$ cat config.mk
export PLATFORM = sky130hd
export DESIGN_NAME = mio0_copy_seq
export DESIGN_NICKNAME = d
export VERILOG_FILES = /design/src/rtl/core/mio0_pkg.sv /design/src/rtl/core/mio0_copy_seq.sv
export SDC_FILE = /design/constraint.sdc
export NUM_CORES = 1
export LEC_CHECK = 0
export BUFFER_PORTS_ARGS = -buffer_cell sky130_fd_sc_hd__buf_2
export CORE_ASPECT_RATIO = 1.5
export CORE_MARGIN = 2
export CORE_UTILIZATION = 49
export DETAILED_ROUTE_END_ITERATION = 8
export GPL_TIMING_DRIVEN = 0
export PLACE_DENSITY_LB_ADDON = 0.08
export SETUP_SLACK_MARGIN = 0.4
export SYNTH_ARGS = -nofsm -noshare
export SYNTH_HDL_FRONTEND = slang
export SYNTH_SLANG_ARGS = --single-unit
export TNS_END_PERCENT = 20
$ cat constraint.sdc
create_clock -name clk_i -period 4.65 [get_ports clk_i]
set_clock_uncertainty 0.15 [all_clocks]
set_input_delay 0.465 -clock clk_i [delete_from_list [all_inputs] [get_ports clk_i]]
set_output_delay 0.465 -clock clk_i [all_outputs]
set_load 0.02 [all_outputs]
$ cat src/rtl/core/mio0_pkg.sv
// ----------------------------------------------------------------------------
// MIO0 decompressor package
// Shared widths, codes and the structs that pass between the sequencer,
// the history RAM and the top level.
// ----------------------------------------------------------------------------
package mio0_pkg;

  // History ring depth is 2**HistAddrW bytes.
  localparam int unsigned HistAddrW = 12;
  // Width of the byte counters.
  localparam int unsigned CountW = 24;
  // Width of the per-token run counter (up to 18 bytes).
  localparam int unsigned RunW = 5;

  // Shortest back-reference copy.
  localparam logic [RunW-1:0] MinMatchLen = 5'd3;

  // Layout bit codes.
  localparam logic OpPair    = 1'b0;
  localparam logic OpLiteral = 1'b1;

  // Access request toward the history RAM.
  typedef struct packed {
    logic                 rd_en;
    logic [HistAddrW-1:0] rd_addr;
    logic                 wr_en;
    logic [HistAddrW-1:0] wr_addr;
    logic [7:0]           wr_data;
  } hist_req_t;

  // One decompressed byte with its flags.
  typedef struct packed {
    logic [7:0] data;
    logic       last;
    logic       eoo;
    logic       bad;
  } byte_res_t;

endpackage

$ cat src/rtl/core/mio0_copy_seq.sv
// ----------------------------------------------------------------------------
// MIO0 copy sequencer
// Steps one token out byte by byte: one history read, one history write and
// one counter update per cycle, holding while the output register is full.
// ----------------------------------------------------------------------------
module mio0_copy_seq (
  input  logic                                 clk_i,
  input  logic                                 rst_ni,
  input  logic                                 in_valid_i,
  output logic                                 in_ready_o,
  input  logic                                 op_i,
  input  logic [7:0]                           literal_byte_i,
  input  logic [15:0]                          pair_word_i,
  input  logic [mio0_pkg::CountW-1:0]          total_length_i,
  input  logic                                 stall_i,
  input  logic [7:0]                           rd_data_i,
  output mio0_pkg::hist_req_t                  hist_req_o,
  output logic                                 emit_o,
  output mio0_pkg::byte_res_t                  res_o
);

  localparam int unsigned AW = mio0_pkg::HistAddrW;
  localparam int unsigned CW = mio0_pkg::CountW;
  localparam int unsigned RW = mio0_pkg::RunW;

  typedef enum logic {
    StIdle,
    StEmit
  } state_e;

  state_e        state_q;
  logic [AW-1:0] wp_q;
  logic [CW-1:0] count_q;
  logic [CW-1:0] left_q;
  logic [RW-1:0] run_q;
  logic [AW:0]   offset_q;
  logic [AW-1:0] src_q;
  logic          is_lit_q;
  logic [7:0]    lit_q;
  logic          bad_q;
  logic [7:0]    prev_q;

  logic          accept;
  logic          has_room;
  logic [AW:0]   offset_new;
  logic          src_avail;
  logic [7:0]    byte_val;
  logic          emit;
  logic          last_byte;

  // Token intake: only while idle.
  assign in_ready_o = (state_q == StIdle);
  assign accept     = in_valid_i && in_ready_o;
  assign has_room   = (total_length_i > count_q);
  assign offset_new = {1'b0, pair_word_i[AW-1:0]} + {{AW{1'b0}}, 1'b1};

  // Byte selection: literal, zero for a source before the first byte,
  // the byte just produced for distance one, otherwise the RAM read.
  assign src_avail = ({{(CW-AW-1){1'b0}}, offset_q} <= count_q);

  always_comb begin
    if (is_lit_q) begin
      byte_val = lit_q;
    end else if (!src_avail) begin
      byte_val = 8'h00;
    end else if (offset_q == {{AW{1'b0}}, 1'b1}) begin
      byte_val = prev_q;
    end else begin
      byte_val = rd_data_i;
    end
  end

  assign emit      = (state_q == StEmit) && !stall_i;
  assign last_byte = is_lit_q || (run_q == {{(RW-1){1'b0}}, 1'b1}) ||
                     (left_q == {{(CW-1){1'b0}}, 1'b1});

  // History accesses: read the next source while writing the current byte.
  always_comb begin
    hist_req_o.rd_en   = accept || (emit && !last_byte);
    hist_req_o.rd_addr = accept ? (wp_q - pair_word_i[AW-1:0] - {{(AW-1){1'b0}}, 1'b1})
                                : (src_q + {{(AW-1){1'b0}}, 1'b1});
    hist_req_o.wr_en   = emit;
    hist_req_o.wr_addr = wp_q;
    hist_req_o.wr_data = byte_val;
  end

  assign emit_o     = emit;
  assign res_o.data = byte_val;
  assign res_o.last = last_byte;
  assign res_o.eoo  = (left_q == {{(CW-1){1'b0}}, 1'b1});
  assign res_o.bad  = bad_q;

  // Sequencer state and per-token registers.
  always_ff @(posedge clk_i or negedge rst_ni) begin
    if (!rst_ni) begin
      state_q  <= StIdle;
      wp_q     <= '0;
      count_q  <= '0;
      left_q   <= '0;
      run_q    <= '0;
      offset_q <= '0;
      src_q    <= '0;
      is_lit_q <= 1'b0;
      lit_q    <= '0;
      bad_q    <= 1'b0;
      prev_q   <= '0;
    end else begin
      case (state_q)
        StIdle: begin
          if (accept && has_room) begin
            state_q  <= StEmit;
            left_q   <= total_length_i - count_q;
            is_lit_q <= (op_i == mio0_pkg::OpLiteral);
            lit_q    <= literal_byte_i;
            offset_q <= offset_new;
            src_q    <= hist_req_o.rd_addr;
            if (op_i == mio0_pkg::OpLiteral) begin
              run_q <= {{(RW-1){1'b0}}, 1'b1};
              bad_q <= 1'b0;
            end else begin
              run_q <= {1'b0, pair_word_i[15:12]} + mio0_pkg::MinMatchLen;
              bad_q <= ({{(CW-AW-1){1'b0}}, offset_new} > count_q);
            end
          end
        end
        StEmit: begin
          if (emit) begin
            wp_q    <= wp_q + {{(AW-1){1'b0}}, 1'b1};
            count_q <= count_q + {{(CW-1){1'b0}}, 1'b1};
            left_q  <= left_q - {{(CW-1){1'b0}}, 1'b1};
            run_q   <= run_q - {{(RW-1){1'b0}}, 1'b1};
            src_q   <= src_q + {{(AW-1){1'b0}}, 1'b1};
            prev_q  <= byte_val;
            if (last_byte) begin
              state_q <= StIdle;
            end
          end
        end
        default: begin
          state_q <= StIdle;
        end
      endcase
    end
  end

endmodule

==> impl_results.md <==
* VDD IR max at 0.374 mV
* Reg2Reg Capture Point: left_q[2]
* Count of port buffers added during placement at 107
* Crit path cell chain: inv_1 -> ha_1 -> and4_1 -> and3_1 -> nor2b_1 -> o21ai_0 -> a41oi_1 -> o21ai_0 -> buf_4 -> buf_2
* Worst-case reg-to-reg path depth at 11
* Vias after detailed routing at 7574
* Worst-skew pair later-pin latency at 0.37 ns
* Cell accounting for the most synthesized area: dfrtp_1
* Type of the setup path with the least slack: flip-flop to output pin
* Pre-Repair DR Iteration Count at 5
* Aggregate global routing overflow at 0
* Per-instance average area after synthesis at 8.37 sq um
* Cell class contributing the biggest share of worst-path delay: compound AO/OA/AOI/OAI gates
* Total non-filler cell area in the finished layout at 0.00950 sq mm
* Total standard cell area after synthesis at 0.00832 sq mm
* CP max-delay cell: a41oi_1
* Number of buffer and inverter instances along the worst setup path at 3
* Cell total after placement at 1312
* Outcome: finished clean
* Cell Area, Placed at 0.00916 sq mm
* Global-route wire length before repair at 39300 microns
* 1st-iter DRT viols at 405
* Critical path peak fanout at 10
* Setup slack on the worst flop-to-flop path at 0.92 ns
* Routability Congestion at 0.870
* Synth-to-Final Area Change at 14.2%
* Routed wirelength normalized by instance count at 18.3 microns
* Number of enable flip-flop cells after synthesis at 0
* Share of post-route cells with drive strength above 1 at 15.1%
* CP most frequent cell: o21ai_0
* Hold Crit Start: literal_byte_i[5]
* Post-synthesis sequential area ratio at 32.8%
* CTS H-tree depth at 3
* Fraction of synthesis flops using an asynchronous set or reset pin at 100%
* Clk root buf: clkbuf_16
* Number of core rows at 58
* Fill cell count at 1615
* Cell depth of the worst hold path at 3
* Max_slew headroom at 34.8%
* Detailed placement HPWL at 19000 microns
* Hold endpoint: lit_q[5]
* Post-cts sizing count at 0
* Critical path startpoint category: flip-flop
* Number of antenna violations at the first check in global routing at 0
* Number of global-route vias before repair at 7705
* Final count of pins violating max slew at 0
* Library cells used by synthesis at 60
* Pin count of the biggest net entering global routing at 75
* Number of routed nets with antenna violations at 0
* CP peak stage delay at 0.78 ns
* Transition time at the pin with the least slew margin at 0.965 ns
* TritonCTS buffer count at 9
* I/O Pins at 108
* Final worst path period need at 3.95 ns
* GR Util All Layers at 27.5%
* Remaining routing DRC violations at 0
* Vias/cell at 5.70
* Height of the die at 164 microns
* Number of nets in the synthesized netlist at 1127
* Most used flip-flop cell after synthesis: dfrtp_1
* Final setup violating endpoints at 0
* N_diodes at 0
* Yosys warnings at 0
* Upper clock frequency limit at 253 MHz
* Leakage dissipation at 0.00449 uW
* Post-route clock period utilization at 84.9%
* Die Outline Area at 0.0181 sq mm
* Initial Utilization at 49.9%
* Final layout net count at 1247
* X dimension of the die at 110 microns
* # clock sinks at 109
* Area of the placeable core at 0.0167 sq mm
* Critical path capture point type: output pin
* Post-Synthesis Cells at 994
* Max Root-Sink Buffers at 2
* Data arrival time of the worst path at 3.33 ns
* Hold crit path type: input port to flip-flop
* Clock-pin slew on the worst setup and hold paths at 0.08 ns
* Flops & latches, synth at 109
* Routed Wire Length at 24300 microns
* Fin. Hold Viols at 0
* Area share of the largest cell type after synthesis at 32.8%
* P per Cell Area at 540 mW/mm^2
* Clock tree from TritonCTS: built
* Final standard cell count with taps included and fillers excluded at 1329
* Crit Reg-Reg Startpoint: count_q[12]
* Unrepaired setup endpoints after global routing: false
* Top cells by area in the synthesized netlist: dfrtp_1, ha_1, xnor2_1, nand2_1, o21ai_0
* CP required at 4.03 ns
* Total of max-cap violations at 0
* Total negative slack at 0 ns
[how the worst max path moves through the flow]
stage	from	to	slack (ns)	depth (start not counted)
3_3_place_gp	total_length_i[12]	lit_q[7]	0.92	11
4_1_cts	count_q[12]	res_o[3]	0.64	10
6_report	count_q[12]	res_o[3]	0.70	10
3_5_place_dp	total_length_i[0]	offset_q[11]	0.91	13
2_1_floorplan	count_q[9]	res_o[10]	1.46	9
5_1_grt	count_q[12]	res_o[9]	0.46	10
[where the power goes]
group / internal [uW] / switching, uW / total [uW] / leakage, uW
registers: 1310 / 374 / 1690 / 0.00132
clock network: 489 / 414 / 902 / 0.000166
logic: 1030 / 1520 / 2540 / 0.00300
total: 2830 / 2300 / 5130 / 0.00449
[cell usage after synthesis, types with 13 or more instances]
library cell	instances
nand2_1	139
dfrtp_1	109
nor2_1	75
o21ai_0	71
ha_1	70
xnor2_1	62
inv_1	57
a21oi_1	43
nand3_1	38
nor3_1	29
a21o_1	24
clkbuf_1	24
xor2_1	23
mux2_2	15
and3_1	14
nand4_1	13
nor4_1	13
o22ai_1	13
[metal layers]
metal	vias up	share of wire, %	track usage (%)
li1	3763	-	-
met1	3623	40	30.8
met2	152	54	52.4
met3	36	2.7	3.41
met4	0	3.4	11.0
met5	-	0	0
[flip-flops by register name (all words and copies together) (netlist names)]
signal and cells:
src_q 12, state_q 1, prev_q 8, left_q 24
is_lit_q 1, bad_q 1, run_q 5, offset_q 13
count_q 24, wp_q 12, lit_q 8
[per-stage QoR]
| stage | total power (uW) | utilization, % | hold slack [ns] | worst slack, ns |
|---|---|---|---|---|
| after floorplan | 3440 | - | 0.0194 | 1.46 |
| after global placement | 4190 | 54.6 | 0.308 | 0.922 |
| after detailed placement | 4230 | 54.9 | 0.244 | 0.911 |
| after CTS | 5140 | 56.9 | 0.128 | 0.636 |
| after global routing | 5540 | 56.9 | 0.140 | 0.461 |
| final | 5130 | 56.9 | 0.128 | 0.703 |
[cell type report]
type | count | area, sq um | share of cell area, %
buffer | 40 | 191 | 2.01
clock buffer | 9 | 225 | 2.37
multi-input combinational | 787 | 5190 | 54.6
clock inverter | 7 | 111 | 1.17
tap | 210 | 263 | 2.77
inverter | 58 | 218 | 2.29
sequential | 109 | 2730 | 28.7
timing repair buffer | 109 | 579 | 6.10
[logic make-up after synthesis]
family,count (synthesis),share of synthesized area (%)
AOI/OAI and AO/OA,233,18.0
adders and majority gates,72,11.0
DFF,109,32.8
muxes,26,3.35
xor gates and xnor gates,85,8.94
buffers and inverters,98,4.92
and+or+nand+nor,371,21.0
[worst register-to-register path: stages (launching register included)]
cell      delay (ns)
dfrtp_1         0.41
inv_1           0.13
ha_1            0.29
clkbuf_1        0.33
nand4_1         0.26
nor4_1          0.36
a31oi_1         0.17
o21a_1          0.20
nor2_1          0.52
clkbuf_1        0.48
o22ai_1         0.16
nor3_1          0.18
[cell usage in the layout (no fill, tap or decap), drive strengths merged, types with 8 or more instances in the layout]
master	netlist	routed
ha	70	70
clkbuf	24	33
nand4	13	13
xor2	23	23
o21ai	72	72
nor4	13	13
xnor2	62	62
o22ai	13	13
nor2	75	75
inv	58	63
a21o	24	24
nand3	38	38
a211oi	9	9
a21oi	43	43
or3	8	8
mux2i	11	11
dfrtp	109	109
o32ai	8	8
and3	14	14
nand2	139	139
a21boi	10	10
buf	16	124
nor3	29	29
nor2b	10	10
o21a	8	8
or2	9	9
mux2	15	15
[what timing repair did]
action | CTS | global route
endpoints found under the hold margin | 35 | 0
setup buffers | 0 | 0
hold buffers | 1 | 0
Power figures use the tool's default switching activity.
